## config.mk

```make
export PLATFORM = sky130hd
export DESIGN_NAME = crc8_packet_deframer
export DESIGN_NICKNAME = d
export VERILOG_FILES = /design/src/hw/rtl/cpd_pkg.sv /design/src/hw/rtl/cpd_in_stage.sv /design/src/hw/rtl/cpd_frame_core.sv /design/src/hw/rtl/cpd_out_stage.sv /design/src/hw/rtl/crc8_packet_deframer.sv
export SDC_FILE = /design/constraint.sdc
export NUM_CORES = 1
export LEC_CHECK = 0
export BUFFER_PORTS_ARGS = -buffer_cell sky130_fd_sc_hd__buf_2
export CAP_MARGIN = 20
export CELL_PAD_IN_SITES_DETAIL_PLACEMENT = 0
export CELL_PAD_IN_SITES_GLOBAL_PLACEMENT = 1
export CORE_MARGIN = 2
export CORE_UTILIZATION = 28
export CTS_CLUSTER_DIAMETER = 150
export DETAILED_ROUTE_END_ITERATION = 16
export PLACE_DENSITY_LB_ADDON = 0.1
export SLEW_MARGIN = 40
export SYNTH_ARGS = -nofsm -noshare
export SYNTH_HDL_FRONTEND = slang
export SYNTH_SLANG_ARGS = --single-unit
```

## constraint.sdc

```tcl
create_clock -name clk -period 6.4 [get_ports clk]
set_clock_uncertainty 0.05 [all_clocks]
set_input_delay 0.64 -clock clk [delete_from_list [all_inputs] [get_ports clk]]
set_output_delay 0.64 -clock clk [all_outputs]
set_load 0.01 [all_outputs]
```

## src/hw/rtl/cpd_pkg.sv

```systemverilog
// ----------------------------------------------------------------------------
// cpd_pkg
// Shared types, codes and the CRC-8 byte step for the packet deframer.
// ----------------------------------------------------------------------------
package cpd_pkg;

  localparam logic [7:0] CRC_POLY = 8'h07;
  localparam logic [6:0] HDR_LEN  = 7'd5;
  localparam logic [6:0] ID_LEN   = 7'd4;
  localparam logic [6:0] POS_MAX  = 7'd127;

  localparam logic KIND_BODY    = 1'b0;
  localparam logic KIND_SUMMARY = 1'b1;

  typedef enum logic [1:0] {
    STATUS_OK      = 2'd0,
    STATUS_CRC_BAD = 2'd1,
    STATUS_SHORT   = 2'd2,
    STATUS_LONG    = 2'd3
  } status_t;

  typedef struct packed {
    logic        item_kind;
    logic [7:0]  body_byte;
    logic [5:0]  body_index;
    logic [31:0] frame_id;
    logic [2:0]  packet_type;
    logic [4:0]  sequence_number;
    logic [6:0]  body_length;
    status_t     frame_status;
  } result_t;

  // MSB-first CRC-8, one byte per call.
  function automatic logic [7:0] crc8_update(input logic [7:0] crc, input logic [7:0] b);
    logic [7:0] v;
    v = crc ^ b;
    for (int i = 0; i < 8; i++) begin
      v = v[7] ? ((v << 1) ^ CRC_POLY) : (v << 1);
    end
    return v;
  endfunction

endpackage

```

## src/hw/rtl/cpd_in_stage.sv

```systemverilog
// ----------------------------------------------------------------------------
// cpd_in_stage
// Input register: holds one byte request until the frame core takes it.
// ----------------------------------------------------------------------------
module cpd_in_stage (
  input  logic       clk,
  input  logic       rst,
  input  logic       in_valid,
  output logic       in_stall,
  input  logic [7:0] data_byte,
  input  logic       last_byte,
  input  logic       take,
  output logic       held_valid,
  output logic [7:0] held_byte,
  output logic       held_last
);

  assign in_stall = held_valid & ~take;

  always_ff @(posedge clk) begin
    if (rst) begin
      held_valid <= 1'b0;
    end else if (!in_stall) begin
      held_valid <= in_valid;
    end
  end

  always_ff @(posedge clk) begin
    if (in_valid && !in_stall) begin
      held_byte <= data_byte;
      held_last <= last_byte;
    end
  end

endmodule

```

## src/hw/rtl/cpd_frame_core.sv

```systemverilog
// ----------------------------------------------------------------------------
// cpd_frame_core
// Frame state (CRC, position, header fields) and per-byte result decode.
// ----------------------------------------------------------------------------
module cpd_frame_core #(
  parameter int MAX_BODY = 64
) (
  input  logic            clk,
  input  logic            rst,
  input  logic            fire,
  input  logic [7:0]      data_byte,
  input  logic            last_byte,
  output logic            emit,
  output cpd_pkg::result_t result
);

  localparam logic [7:0] MaxBody = 8'(MAX_BODY);

  logic [7:0]  running_crc, running_crc_next;
  logic [6:0]  byte_position, byte_position_next;
  logic [31:0] id_accumulator, id_accumulator_next;
  logic [2:0]  type_register, type_register_next;
  logic [4:0]  sequence_register, sequence_register_next;
  logic        overflow_flag, overflow_flag_next;

  logic [6:0]  body_pos;
  logic        body_full;

  assign body_pos  = byte_position - cpd_pkg::HDR_LEN;
  assign body_full = (byte_position == cpd_pkg::POS_MAX) || ({1'b0, body_pos} >= MaxBody);

  always_comb begin
    running_crc_next       = running_crc;
    byte_position_next     = byte_position;
    id_accumulator_next    = id_accumulator;
    type_register_next     = type_register;
    sequence_register_next = sequence_register;
    overflow_flag_next     = overflow_flag;
    emit                   = 1'b0;
    result                 = '0;

    if (last_byte) begin
      emit                   = 1'b1;
      result.item_kind       = cpd_pkg::KIND_SUMMARY;
      result.frame_id        = id_accumulator;
      result.packet_type     = type_register;
      result.sequence_number = sequence_register;
      if (byte_position < cpd_pkg::HDR_LEN) begin
        result.frame_status = cpd_pkg::STATUS_SHORT;
      end else begin
        result.body_length = ({1'b0, body_pos} > MaxBody) ? MaxBody[6:0] : body_pos;
        if (overflow_flag) begin
          result.frame_status = cpd_pkg::STATUS_LONG;
        end else if (running_crc != data_byte) begin
          result.frame_status = cpd_pkg::STATUS_CRC_BAD;
        end else begin
          result.frame_status = cpd_pkg::STATUS_OK;
        end
      end
      // back to idle-frame state
      running_crc_next       = '0;
      byte_position_next     = '0;
      id_accumulator_next    = '0;
      type_register_next     = '0;
      sequence_register_next = '0;
      overflow_flag_next     = 1'b0;
    end else begin
      running_crc_next = cpd_pkg::crc8_update(running_crc, data_byte);
      if (byte_position != cpd_pkg::POS_MAX) begin
        byte_position_next = byte_position + 7'd1;
      end
      if (byte_position < cpd_pkg::ID_LEN) begin
        id_accumulator_next = {id_accumulator[23:0], data_byte};
      end else if (byte_position == cpd_pkg::ID_LEN) begin
        type_register_next     = data_byte[7:5];
        sequence_register_next = data_byte[4:0];
      end else if (body_full) begin
        overflow_flag_next = 1'b1;
      end else begin
        emit              = 1'b1;
        result.item_kind  = cpd_pkg::KIND_BODY;
        result.body_byte  = data_byte;
        result.body_index = body_pos[5:0];
      end
    end
  end

  always_ff @(posedge clk) begin
    if (rst) begin
      running_crc       <= '0;
      byte_position     <= '0;
      id_accumulator    <= '0;
      type_register     <= '0;
      sequence_register <= '0;
      overflow_flag     <= 1'b0;
    end else if (fire) begin
      running_crc       <= running_crc_next;
      byte_position     <= byte_position_next;
      id_accumulator    <= id_accumulator_next;
      type_register     <= type_register_next;
      sequence_register <= sequence_register_next;
      overflow_flag     <= overflow_flag_next;
    end
  end

endmodule

```

## src/hw/rtl/cpd_out_stage.sv

```systemverilog
// ----------------------------------------------------------------------------
// cpd_out_stage
// Result register: holds one result request until downstream takes it.
// ----------------------------------------------------------------------------
module cpd_out_stage (
  input  logic             clk,
  input  logic             rst,
  input  logic             fire,
  input  logic             emit,
  input  cpd_pkg::result_t result,
  output logic             free,
  output logic             out_valid,
  input  logic             out_stall,
  output cpd_pkg::result_t held
);

  logic out_valid_next;

  assign free = ~out_valid | ~out_stall;

  always_comb begin
    out_valid_next = out_valid;
    if (fire) begin
      out_valid_next = emit;
    end else if (free) begin
      out_valid_next = 1'b0;
    end
  end

  always_ff @(posedge clk) begin
    if (rst) begin
      out_valid <= 1'b0;
    end else begin
      out_valid <= out_valid_next;
    end
  end

  always_ff @(posedge clk) begin
    if (fire && emit) begin
      held <= result;
    end
  end

endmodule

```

## src/hw/rtl/crc8_packet_deframer.sv

```systemverilog
// ----------------------------------------------------------------------------
// crc8_packet_deframer
// Byte-stream frame parser: ID/type/sequence header, body bytes out,
// CRC-8 (poly 0x07) check and one summary request per frame.
// ----------------------------------------------------------------------------
//
//  channel | direction | handshake            | payload
//  --------+-----------+----------------------+------------------------------
//  in      | input     | in_valid / in_stall  | data_byte, last_byte
//  out     | output    | out_valid / out_stall| item_kind, body_byte,
//          |           |                      | body_index, frame_id,
//          |           |                      | packet_type, sequence_number,
//          |           |                      | body_length, frame_status
//
// One byte per cycle sustained while out_stall is low; an accepted byte is
// loaded into the input register, then its CRC step and decode are
// registered into the result register.
// Header bytes, overflowed body bytes produce no result request.
// rst (sync, active high) clears the frame state and both valid flags.
// in_stall rises only while the input register is full and the result
// register is held by out_stall.
// ----------------------------------------------------------------------------
module crc8_packet_deframer #(
  parameter int MAX_BODY = 64
) (
  input  logic        clk,
  input  logic        rst,
  input  logic        in_valid,
  output logic        in_stall,
  input  logic [7:0]  data_byte,
  input  logic        last_byte,
  output logic        out_valid,
  input  logic        out_stall,
  output logic        item_kind,
  output logic [7:0]  body_byte,
  output logic [5:0]  body_index,
  output logic [31:0] frame_id,
  output logic [2:0]  packet_type,
  output logic [4:0]  sequence_number,
  output logic [6:0]  body_length,
  output logic [1:0]  frame_status
);

  logic             held_valid;
  logic [7:0]       held_byte;
  logic             held_last;
  logic             free;
  logic             fire;
  logic             emit;
  cpd_pkg::result_t result;
  cpd_pkg::result_t out_res;

  // a held byte advances whenever the result register can take its outcome
  assign fire = held_valid & free;

  cpd_in_stage u_in (
    .clk        (clk),
    .rst        (rst),
    .in_valid   (in_valid),
    .in_stall   (in_stall),
    .data_byte  (data_byte),
    .last_byte  (last_byte),
    .take       (free),
    .held_valid (held_valid),
    .held_byte  (held_byte),
    .held_last  (held_last)
  );

  cpd_frame_core #(.MAX_BODY(MAX_BODY)) u_core (
    .clk       (clk),
    .rst       (rst),
    .fire      (fire),
    .data_byte (held_byte),
    .last_byte (held_last),
    .emit      (emit),
    .result    (result)
  );

  cpd_out_stage u_out (
    .clk       (clk),
    .rst       (rst),
    .fire      (fire),
    .emit      (emit),
    .result    (result),
    .free      (free),
    .out_valid (out_valid),
    .out_stall (out_stall),
    .held      (out_res)
  );

  assign item_kind       = out_res.item_kind;
  assign body_byte       = out_res.body_byte;
  assign body_index      = out_res.body_index;
  assign frame_id        = out_res.frame_id;
  assign packet_type     = out_res.packet_type;
  assign sequence_number = out_res.sequence_number;
  assign body_length     = out_res.body_length;
  assign frame_status    = out_res.frame_status;

endmodule

```

# Word level (Yosys, flattened, before mapping)
# Cells that the tools add are included.
# W data, S select, Z words.
[totals] register_bits=131 latch_bits=0 mem_bits_rw=0 mem_bits_ro=0 wordCells=100 mem_count=0
[classes] n_addsub=2 mul=0 div=0 n_lt_le_gt_ge=4 eq_ne=6 shifts=0 n_mux=36 n_bitwise=16 n_reduce_logical=16
[op_table] cell="$mux W32" n=2
[op_table] cell="$mux W3" n=11
[op_table] cell="$mux W15" n=2
[op_table] cell="$not A3 Y3" n=8
[op_table] cell="$mux W7" n=3
[op_table] cell="$mux W5" n=3
[op_table] cell="$lt A7 B3 Y1 const B" n=2
[op_table] cell="$mux W14" n=1
[op_table] cell="$mux W1" n=11
[op_table] cell="$reduce_bool A2 Y1" n=5
[op_table] cell="$mux W8" n=1
[op_table] cell="$ne A8 B8 Y1" n=1
[op_table] cell="$xor A8 B8 Y8" n=1
[op_table] cell="$add A7 B1 Y7 const B" n=1
[op_table] cell="$eq A7 B3 Y1 const B" n=1
[op_table] cell="$eq A7 B7 Y1 const B" n=1
[op_table] cell="$ge A7 B7 Y1 const B" n=1
[op_table] cell="$gt A7 B7 Y1 const B" n=1
[op_table] cell="$ne A7 B7 Y1 const B" n=1
[op_table] cell="$sub A7 B3 Y7 const B" n=1
[op_table] cell="$mux W2" n=2
[op_table] cell="$ne A2 B2 Y1 const B" n=2
[op_table] cell="$not A1 Y1" n=4
[op_table] cell="$reduce_and A2 Y1" n=2
[op_table] cell="10 further kinds" n=12

# Longest topological paths before layout
# Gate-level depths: netlist of run 1.
[depth] depth_word=18 mapped_depth=8 depth_no_buf=7

# Hierarchy
# A second synthesis of run 1 with hierarchy kept.
[unflattened] cells_unflattened=444 area_unflattened_um2=5336.4
[by_module_without_submodules] module="cpd_frame_core" n_inst=1 cells_each=361 area_each_um2=3035.4
[by_module_without_submodules] module="cpd_out_stage" n_inst=1 cells_each=69 area_each_um2=1974.4
[by_module_without_submodules] module="cpd_in_stage" n_inst=1 cells_each=13 area_each_um2=320.3
[by_module_without_submodules] module="crc8_packet_deframer" n_inst=1 cells_each=1 area_each_um2=6.3

# Worst setup path after synthesis of run 1
# No wires, ideal clock.
[synth_timing] kind="register to register" startpoint="reg u_core.byte_position[0]" endpoint="reg u_out.held[0] (netlist name) (enable)" arrival_time_ns=4.153 required_ns=5.864 slack_ns=1.711 path_stages_with_launch=8 n_path_buf=0 synth_period_minus_slack_ns=4.689 path_cell_list="dfxtp_1 -> inv_1 -> ha_1 -> nor2b_1 -> or4_4 -> xor2_1 -> a21oi_1 -> nor2_1"
[synth_between] elab_chain_cells=8
[synth_lines] element="start, declared" line="cpd_frame_core.sv:20" source="logic [6:0] byte_position, byte_position_next;"
[synth_lines] element="start signal, assigned" line="cpd_frame_core.sv:98" source="byte_position <= byte_position_next;"
[synth_lines] element="$sub A7 B3 Y7" line="cpd_frame_core.sv:29" source="assign body_pos = byte_position - cpd_pkg::HDR_LEN;"
[synth_lines] element="via u_core.body_pos[0]" line="cpd_frame_core.sv:26" source="logic [6:0] body_pos;"
[synth_lines] element="$ge A7 B7 Y1" line="cpd_frame_core.sv:30" source="assign body_full = (byte_position == cpd_pkg::POS_MAX) || ({1'b0, body_pos} >= MaxBody);"
[synth_lines] element="$logic_or A1 B1 Y1" line="cpd_frame_core.sv:30"
[synth_lines] element="$mux W1" line="cpd_frame_core.sv:77" source="end else if (body_full) begin"
[synth_lines] element="$mux W1" line="cpd_frame_core.sv:74" source="end else if (byte_position == cpd_pkg::ID_LEN) begin"
[synth_lines] element="$mux W1" line="cpd_frame_core.sv:72" source="if (byte_position < cpd_pkg::ID_LEN) begin"
[synth_lines] element="$mux W1" line="cpd_frame_core.sv:42" source="if (last_byte) begin"
[synth_lines] element="$logic_and A1 B1 Y1" line="cpd_out_stage.sv:39" source="if (fire && emit) begin"
[synth_lines] element="end signal, assigned" line="cpd_out_stage.sv:40" source="held <= result;"
[synth_lines] element="end, declared" line="cpd_out_stage.sv:14" source="output cpd_pkg::result_t held"
# The timed path passes the listed nets, and every way through them passes these cells.
# A chain may end at the register's enable or synchronous reset.

# Worst setup path after layout of run 1
[layout_timing] startpoint="reg u_core.byte_position[0]" endpoint="reg u_out.held[19] (netlist name) (enable)"
# The elaborated chain is that of the path after synthesis.

==> flow_metrics.tcl, run 1 <==
set metrics [dict create \
    setup_tns_ps 0 \
    grt_max_degree 58 \
    start_util_pct 28.80 \
    htree_levels 4 \
    fmax_ghz 0.3233 \
    synth_area_per_cell_um2 12.21 \
    dpl.hpwl_mm 7.889 \
    core_area_um2 18150 \
    yosysUniqueCellTypes 41 \
    dieArea_um2 19770 \
    final_common_cell "buf_2" \
    cts_hold_buf 0 \
    pre_cts_slack_ps 3267 \
    finalCritPeriodShare_pct 48.33 \
    cp-end-kind "flip-flop" \
    drtIter0Drc 221 \
    ioPinCount 79 \
    die_h_um 140.6 \
    ant_nets 0 \
    port_buffers 78 \
    n_antenna_cell 0 \
    rsz0062_at_grt "false" \
    maxCapViolCount 0 \
    slew_headroom_pct 53.58 \
    p_leak_nw 2.492 \
    clockBufferDepth 2 \
    clock-root-buffer "clkbuf_16" \
    final_nets 527 \
    min_path_type "primary input to flip-flop" \
    via_per_inst 4.510 \
    die_x_um 140.6 \
    hold_violations 0 \
    grt_pass1_wl_mm 19.23 \
    crit_arrival_ps 3120 \
    layout_setup_ws_ps 3307 \
    grtUsageTotal_pct 12.93 \
    rows 49 \
    finalSetupViolations 0 \
    fin_util_pct 35.47 \
    path_max_fanout 30 \
    status "completed" \
    drtPass1Iterations 4 \
    path_clk_slew_ps 60 \
    antenna_found_initial 0 \
    post-route-min-period_ps 3093 \
    cts_tree "yes" \
    ir_drop_uv 182.2 \
    ctsResizeCount 0 \
    tightest_slew_ps 692.6 \
    clock-sinks 131 \
    grt_overflow 0 \
    cp.required_ps 6420 \
    power_density_nw_per_um2 311.8 \
    route.detailed.drc 0 \
    ys_warn_count 0 \
    grt_pass1_vias 3359 \
    layout_common_cells "buf_2, edfxtp_1, nor2_1" \
    ys_seq_area_share_pct 64.16 \
    vias 3378 \
    syn_area_um2 5226 \
    wl_mm 12.26 \
    syn2layout_area_growth_pct 23.15 \
    synthesis.nets 448 \
    drive_above_1_share_pct 23.85 \
    post_cts_buffers 0 \
    clock_latency_ps 420 \
    slew_viol_final 0 \
    synth-seq-cells 131 \
    cts_made_buffers 17 \
    post_drt_wl_per_cell_um 16.36 \
    syn_inst 428 \
    place_congestion 0.8034 \
    critPathLaunchType "flip-flop" \
    worstSetupPathType "flip-flop to flip-flop" \
]
-- logic make-up after synthesis --
kind of cell,Yosys count,share of synthesized area [%]
AOI/OAI and AO/OA,61,7.996
DFF,131,64.16
muxes,8,1.532
adders and majority gates,7,1.676
and+or+nand+nor,165,16.30
xor gates and xnor gates,29,5.674
buffers and inverters,27,2.657
-- flip-flops by register name (all words and copies together), names as in the netlist --
| name | count |
|---|---|
| u_out.held | 64 |
| u_core.id_accumulator | 32 |
| u_core.running_crc | 8 |
| u_in.held_byte | 8 |
| u_core.byte_position | 7 |
| u_core.sequence_register | 5 |
| u_core.type_register | 3 |
| u_core.overflow_flag | 1 |
| u_in.held_last | 1 |
| u_in.held_valid | 1 |
| u_out.out_valid | 1 |
-- where the power goes --
part           internal, mW  switching [mW]  total, mW
combinational        0.0444          0.0645      0.109
sequential            0.904          0.0142      0.918
clock                 0.610           0.370      0.980
-- Yosys cell counts --
master	count	area [um^2]
and4b_1	1	10.01
inv_1	4	15.01
a22oi_1	35	262.8
a21boi_2	1	11.26
o21ai_0	6	30.03
xnor2_1	21	183.9
nor3_4	1	16.27
xor2_1	4	35.03
nor3_1	9	45.04
nand4_2	1	12.51
dfxtp_1	58	1161
nor2b_1	5	31.28
nor2_1	68	255.2
nand3_1	3	15.01
o21bai_1	1	7.510
a211oi_1	1	7.510
xnor2_2	2	32.53
nand2_1	14	52.55
a21o_1	1	7.510
and2_1	48	300.3
nor4_1	1	6.260
a21oi_1	9	45.04
and3_1	2	12.51
nor4_2	1	12.51
buf_2	6	30.03
xnor3_1	2	45.04
buf_6	4	45.04
clkbuf_1	13	48.80
edfxtp_1	73	2192
ha_1	7	87.58
a31oi_1	3	18.77
o21ai_1	1	5.000
o21a_1	1	7.510
o22ai_1	1	6.260
or3_1	5	31.28
a211o_1	1	8.760
nand2b_1	2	12.51
nor4b_1	1	8.760
mux2i_1	8	80.08
nor3b_1	1	7.510
or4_4	2	22.52
-- metal layers --
metal  part of all wire, %  wire [um]  track usage [%]  vias to the layer above
li1                      -          -                -                     1667
met2                    45       5484            19.02                       72
met1                    50       6155            17.97                     1623
met5                     0          0                0                        -
met4                   1.5        188            6.158                        0
met3                   3.5        427            3.057                       16
-- worst max-delay path: stages (launching register included) --
cell and delay (ps):
dfxtp_1 380, inv_1 130, ha_1 200, nor2b_1 70, or4_4 430, xor2_1 340
a21oi_1 200, nor2_4 470, buf_4 460
-- area by class of cell --
cell class / instances / area (um^2)
clock buffer: 18 / 429.2
multi-input combinational: 270 / 1753
fill: 1815 / 11710
tap: 229 / 286.5
clock inverter: 14 / 161.4
sequential: 131 / 3353
inverter: 4 / 15.01
timing repair buffer: 83 / 437.9
-- stage by stage --
stage | total power, mW | instance area [um^2] | hold slack [ps] | instances
floorplan | 1.010 | 5226 | 394.3 | 428
global placement | 1.046 | 5821 | 407.4 | 716
detailed placement | 1.047 | 5843 | 405.9 | 717
CTS | 2.032 | 6434 | 334.9 | 749
global route | 2.084 | 6436 | 337.8 | 749
finish | 2.007 | 6436 | 354.0 | 749
-- final timing paths --
kind                                                           start                                  to  slack, ps  cells past startpoint
worst max-delay path            u_core.byte_position[0]$_SDFFE_PP0P_        u_out.held[19]$_SDFFCE_PN0P_       3310                      8
worst min-delay path                                    data_byte[2]         u_in.held_byte[2]$_DFFE_PP_        350                      1
worst max register to register  u_core.byte_position[0]$_SDFFE_PP0P_        u_out.held[19]$_SDFFCE_PN0P_       3310                      8
worst min register to register    u_core.running_crc[3]$_SDFFE_PP0P_  u_core.running_crc[3]$_SDFFE_PP0P_        410                      2
Note: power is estimated with default switching activity, not from simulation.
==> inputs of run 2 (changes only) <==
==> constraint.sdc (replaced) <==
create_clock -name clk -period 3.15 [get_ports clk]
set_clock_uncertainty 0.05 [all_clocks]
set_input_delay 0.315 -clock clk [delete_from_list [all_inputs] [get_ports clk]]
set_output_delay 0.315 -clock clk [all_outputs]
set_load 0.01 [all_outputs]
==> flow_metrics.tcl, run 2 (synthesis results as in run 1) <==
set metrics [dict create \
    status "completed" \
    nFillCells 1816 \
    clockBufferDepth 2 \
    port_buffers 78 \
    ff2ff_setup_slack_ps 550 \
    reg_top3 "u_out.held x64, u_core.id_accumulator x32" \
    cts_made_buffers 17 \
    slew_viol_final 0 \
    drtPass1Iterations 4 \
    via_per_inst 4.475 \
    hold_violations 0 \
    total_power_mw 3.886 \
    htree_levels 4 \
    ir_drop_uv 373.5 \
    clock-sinks 131 \
    cts_hold_buf 0 \
    slew_headroom_pct 61.19 \
    finalCritPeriodShare_pct 82.42 \
    ff2ff_path_depth 8 \
    grt_pass1_vias 3369 \
    core_area_um2 18150 \
    power_density_nw_per_um2 605.5 \
    hold-path-cell-count 1 \
    clock_latency_ps 410 \
    drtIter0Drc 205 \
    final_common_cell "buf_2" \
    use_met2_pct 19.36 \
    path_clk_slew_ps 60 \
    largest_reg_flops 64 \
    tightest_slew_ps 577.7 \
    post-route-min-period_ps 2596 \
    rsz0062_at_grt "false" \
    cts_tree "yes" \
    finalSetupViolations 0 \
    ioPinCount 79 \
    min_path_type "primary input to flip-flop" \
    dieArea_um2 19770 \
    grt_overflow 0 \
    cp-end-kind "flip-flop" \
    placed_area_um2 5878 \
    ant_nets 0 \
    syn2layout_area_growth_pct 22.79 \
    place_congestion 0.7514 \
    ff_latch_area_um2 3353 \
    grt_max_degree 65 \
    layout_common_cells "buf_2, edfxtp_1, nor2_1" \
    multiInputGateArea_um2 1745 \
    r2r-end "u_out.held[26]$_SDFFCE_PN0P_" \
    grtUsageTotal_pct 13.16 \
    placed_cells 722 \
    dpl.hpwl_mm 7.961 \
    holdPathEnd "u_in.held_byte[7]$_DFFE_PP_" \
    cp.required_ps 3170 \
    die_x_um 140.6 \
    die_h_um 140.6 \
    worstSetupPathType "flip-flop to flip-flop" \
    p_leak_nw 2.503 \
    start_util_pct 28.80 \
    fmax_ghz 0.3852 \
    n_antenna_cell 0 \
    antenna_found_initial 0 \
    post_drt_wl_per_cell_um 16.55 \
    critPathLaunchType "flip-flop" \
    path_max_fanout 64 \
    hold_ws_ps 35.39 \
    setup_tns_ps 0 \
    final_nets 532 \
    hold_start "data_byte[7]" \
    vias 3374 \
    post_cts_buffers 0 \
    met3_usage_pct 3.906 \
    crit_arrival_ps 2610 \
    rows 49 \
    top_usage_layer "met2" \
    grt_pass1_wl_mm 19.65 \
    largest-register "u_out.held" \
    fin_cells 754 \
    fin_area_um2 6417 \
    wl_mm 12.48 \
    drive_above_1_share_pct 24.38 \
    grt_use_met1_pct 18.48 \
    ctsResizeCount 0 \
    maxCapViolCount 0 \
    reg2reg_from "u_core.byte_position[0]$_SDFFE_PP0P_" \
    route.detailed.drc 0 \
    clock-root-buffer "clkbuf_16" \
]
run 2: cell types whose count changed in the layout (fill, tap and decap cells not counted), sizes merged:
cell / delta
clkbuf: +2
clkinvlp: -2
clkinv: +3
bufinv: -3
buf: +5
run 2: worst max-delay path by stage:
stage,startpoint,end,slack (ps)
final,u_core.byte_position[0]$_SDFFE_PP0P_,u_out.held[26]$_SDFFCE_PN0P_,550
after global routing,u_core.byte_position[0]$_SDFFE_PP0P_,u_out.held[26]$_SDFFCE_PN0P_,380
after CTS,u_core.byte_position[0]$_SDFFE_PP0P_,u_out.held[26]$_SDFFCE_PN0P_,550
after detailed placement,u_core.byte_position[0]$_SDFFE_PP0P_,u_out.held[18]$_SDFFCE_PN0P_,550
after global placement,u_core.byte_position[0]$_SDFFE_PP0P_,u_out.held[19]$_SDFFCE_PN0P_,660
after floorplan,u_core.byte_position[0]$_SDFFE_PP0P_,u_out.held[0]$_SDFFCE_PP0P_,220
run 2: report_power, final:
part	total, mW	internal, mW	switching [mW]
sequential	1.87	1.84	0.0315
combinational	0.226	0.0943	0.132
clock	1.79	1.05	0.741
total	3.89	2.98	0.904
run 2: cell type report:
cell class	count	share of cell area, %
well taps	229	4.465
multi-input cells	270	27.20
clock buffers	20	7.136
repair buffers	88	7.448
clock inverters	12	1.267
inverters	4	0.2340
flip-flops and latches	131	52.25
run 2: critical path, stage by stage (launching register included):
cell,delay (ps)
dfxtp_1,380
inv_1,130
ha_1,200
nor2b_1,70
or4_4,430
xor2_1,300
a21oi_1,180
nor2_4,130
buf_12,320
run 2: per-stage QoR:
step	setup WS, ps	utilization, %
2_1_floorplan	220.0	-
3_3_place_gp	657.5	32.39
3_5_place_dp	553.9	32.39
4_1_cts	546.4	35.36
5_1_grt	377.0	35.36
6_report	553.8	35.36
run 2: per-layer routing:
layer	wire, um	vias to the layer above	share of wire (%)
li1	-	1674	-
met1	6258	1606	50
met2	5428	82	44
met3	630	12	5.0
met4	160	0	1.3
met5	0	-	0
==> inputs of run 3 (changes only) <==
==> constraint.sdc (replaced) <==
create_clock -name clk -period 2.2 [get_ports clk]
set_clock_uncertainty 0.05 [all_clocks]
set_input_delay 0.22 -clock clk [delete_from_list [all_inputs] [get_ports clk]]
set_output_delay 0.22 -clock clk [all_outputs]
set_load 0.01 [all_outputs]
==> flow_metrics.tcl, run 3 (synthesis results as in run 1) <==
set metrics [dict create \
    layout_common_cells "buf_2, edfxtp_1, nor2_1" \
    die_x_um 140.6 \
    min_path_type "primary input to flip-flop" \
    use_met2_pct 20.77 \
    finalCritPeriodShare_pct 97.88 \
    power_density_nw_per_um2 860.6 \
    cp-end-kind "flip-flop" \
    p_leak_nw 2.681 \
    n_antenna_cell 0 \
    htree_levels 4 \
    cts_tree "yes" \
    ant_nets 0 \
    route.detailed.drc 0 \
    fin_util_pct 37.63 \
    top_usage_layer "met2" \
    start_util_pct 28.80 \
    syn2layout_area_growth_pct 30.67 \
    place_congestion 0.7692 \
    maxCapViolCount 0 \
    clock-root-buffer "clkbuf_16" \
    rsz0062_at_grt "true" \
    grt_use_met1_pct 19.21 \
    slew_headroom_pct 66.60 \
    post_drt_wl_per_cell_um 16.71 \
    hold_ws_ps 98.79 \
    total_power_mw 5.877 \
    largest_reg_flops 64 \
    path_clk_slew_ps 60 \
    clockBufferDepth 2 \
    drtIter0Drc 182 \
    crit_arrival_ps 2280 \
    dieArea_um2 19770 \
    slew_viol_final 0 \
    met3_usage_pct 3.770 \
    drtPass1Iterations 4 \
    die_h_um 140.6 \
    dpl.hpwl_mm 8.603 \
    grt_max_degree 33 \
    final_common_cell "buf_2" \
    grt_overflow 0 \
    ioPinCount 79 \
    largest-register "u_out.held" \
    worstSetupPathType "flip-flop to flip-flop" \
    vias 3523 \
    multiInputGateArea_um2 1788 \
    path_max_fanout 20 \
    reg_top3 "u_out.held x64, u_core.id_accumulator x32" \
    cp.required_ps 2320 \
    port_buffers 78 \
    critPathLaunchType "flip-flop" \
    cts_made_buffers 17 \
    clock_latency_ps 420 \
    ir_drop_uv 523.6 \
    grt_pass1_vias 3593 \
    nFillCells 1768 \
    fmax_ghz 0.4644 \
    hold_violations 0 \
    core_area_um2 18150 \
    layout_setup_ws_ps 46.58 \
    rows 49 \
    tightest_slew_ps 501.0 \
    final_nets 562 \
    setup_tns_ps 0 \
    antenna_found_initial 0 \
    via_per_inst 4.494 \
    status "completed" \
    finalSetupViolations 0 \
    grtUsageTotal_pct 13.77 \
    pre_cts_slack_ps -5.555 \
    wl_mm 13.10 \
    drive_above_1_share_pct 27.93 \
    ff_latch_area_um2 3357 \
    post-route-min-period_ps 2153 \
    clock-sinks 131 \
    grt_pass1_wl_mm 20.49 \
]
-- run 3: cell count changes in the layout (fill, tap and decap cells not counted), sizes merged --
cell | previous run | this run
buf | 88 | 107
dlygate4sd3 | 0 | 10
clkinv | 9 | 3
clkinvlp | 1 | 4
inv | 6 | 8
bufinv | 0 | 1
clkbuf | 20 | 21
-- run 3: final timing paths --
path                                        startpoint                                 end  slack, ps  cells after the start
setup reg to reg  u_core.byte_position[0]$_SDFFE_PP0P_        u_out.held[33]$_SDFFCE_PN0P_         50                      9
hold reg to reg     u_core.running_crc[3]$_SDFFE_PP0P_  u_core.running_crc[3]$_SDFFE_PP0P_        420                      2
setup / recovery  u_core.byte_position[0]$_SDFFE_PP0P_        u_out.held[33]$_SDFFCE_PN0P_         50                      9
hold / removal                               out_stall        u_out.out_valid$_SDFFE_PP0P_        100                      3
-- run 3: worst max-delay path, stage by stage (launching register included) --
cell and delay, ps:
dfxtp_4 350, inv_4 60, ha_4 130, nor2b_1 50, or4_4 460, xor2_4 180
a21oi_2 230, nor2_4 70, buf_4 160, buf_12 150
-- run 3: timing repair --
item,4_1_cts,5_1_grt
setup endpoints to repair,44,74
pin swaps,1,1
gates cloned,0,1
hold buffers,10,0
buffers inserted,0,4
hold endpoints to repair,10,0
resized for setup,0,1
-- run 3: metal layers --
metal / wire, um / up-vias
met5: 0 / -
met4: 150 / 0
met3: 476 / 12
met2: 5764 / 72
met1: 6707 / 1703
li1: - / 1736
-- run 3: power by group --
part | switching [mW] | internal, mW
clock | 1.13 | 1.71
sequential | 0.0390 | 2.63
combinational | 0.203 | 0.170
-- run 3: cell type report --
type,instances,share of cell area (%)
Clock inverter,12,1.722
Inverter,4,0.2565
Sequential cell,131,49.16
Timing Repair Buffer,118,11.47
Tap cell,229,4.196
Multi-Input combinational cell,270,26.18
Clock buffer,20,7.017
-- run 3: through the flow --
step | cell area (um^2) | cells
finish | 6829 | 784
floorplan | 5275 | 428
CTS | 6766 | 779
global placement | 6070 | 737
global route | 6829 | 784
detailed placement | 6070 | 737
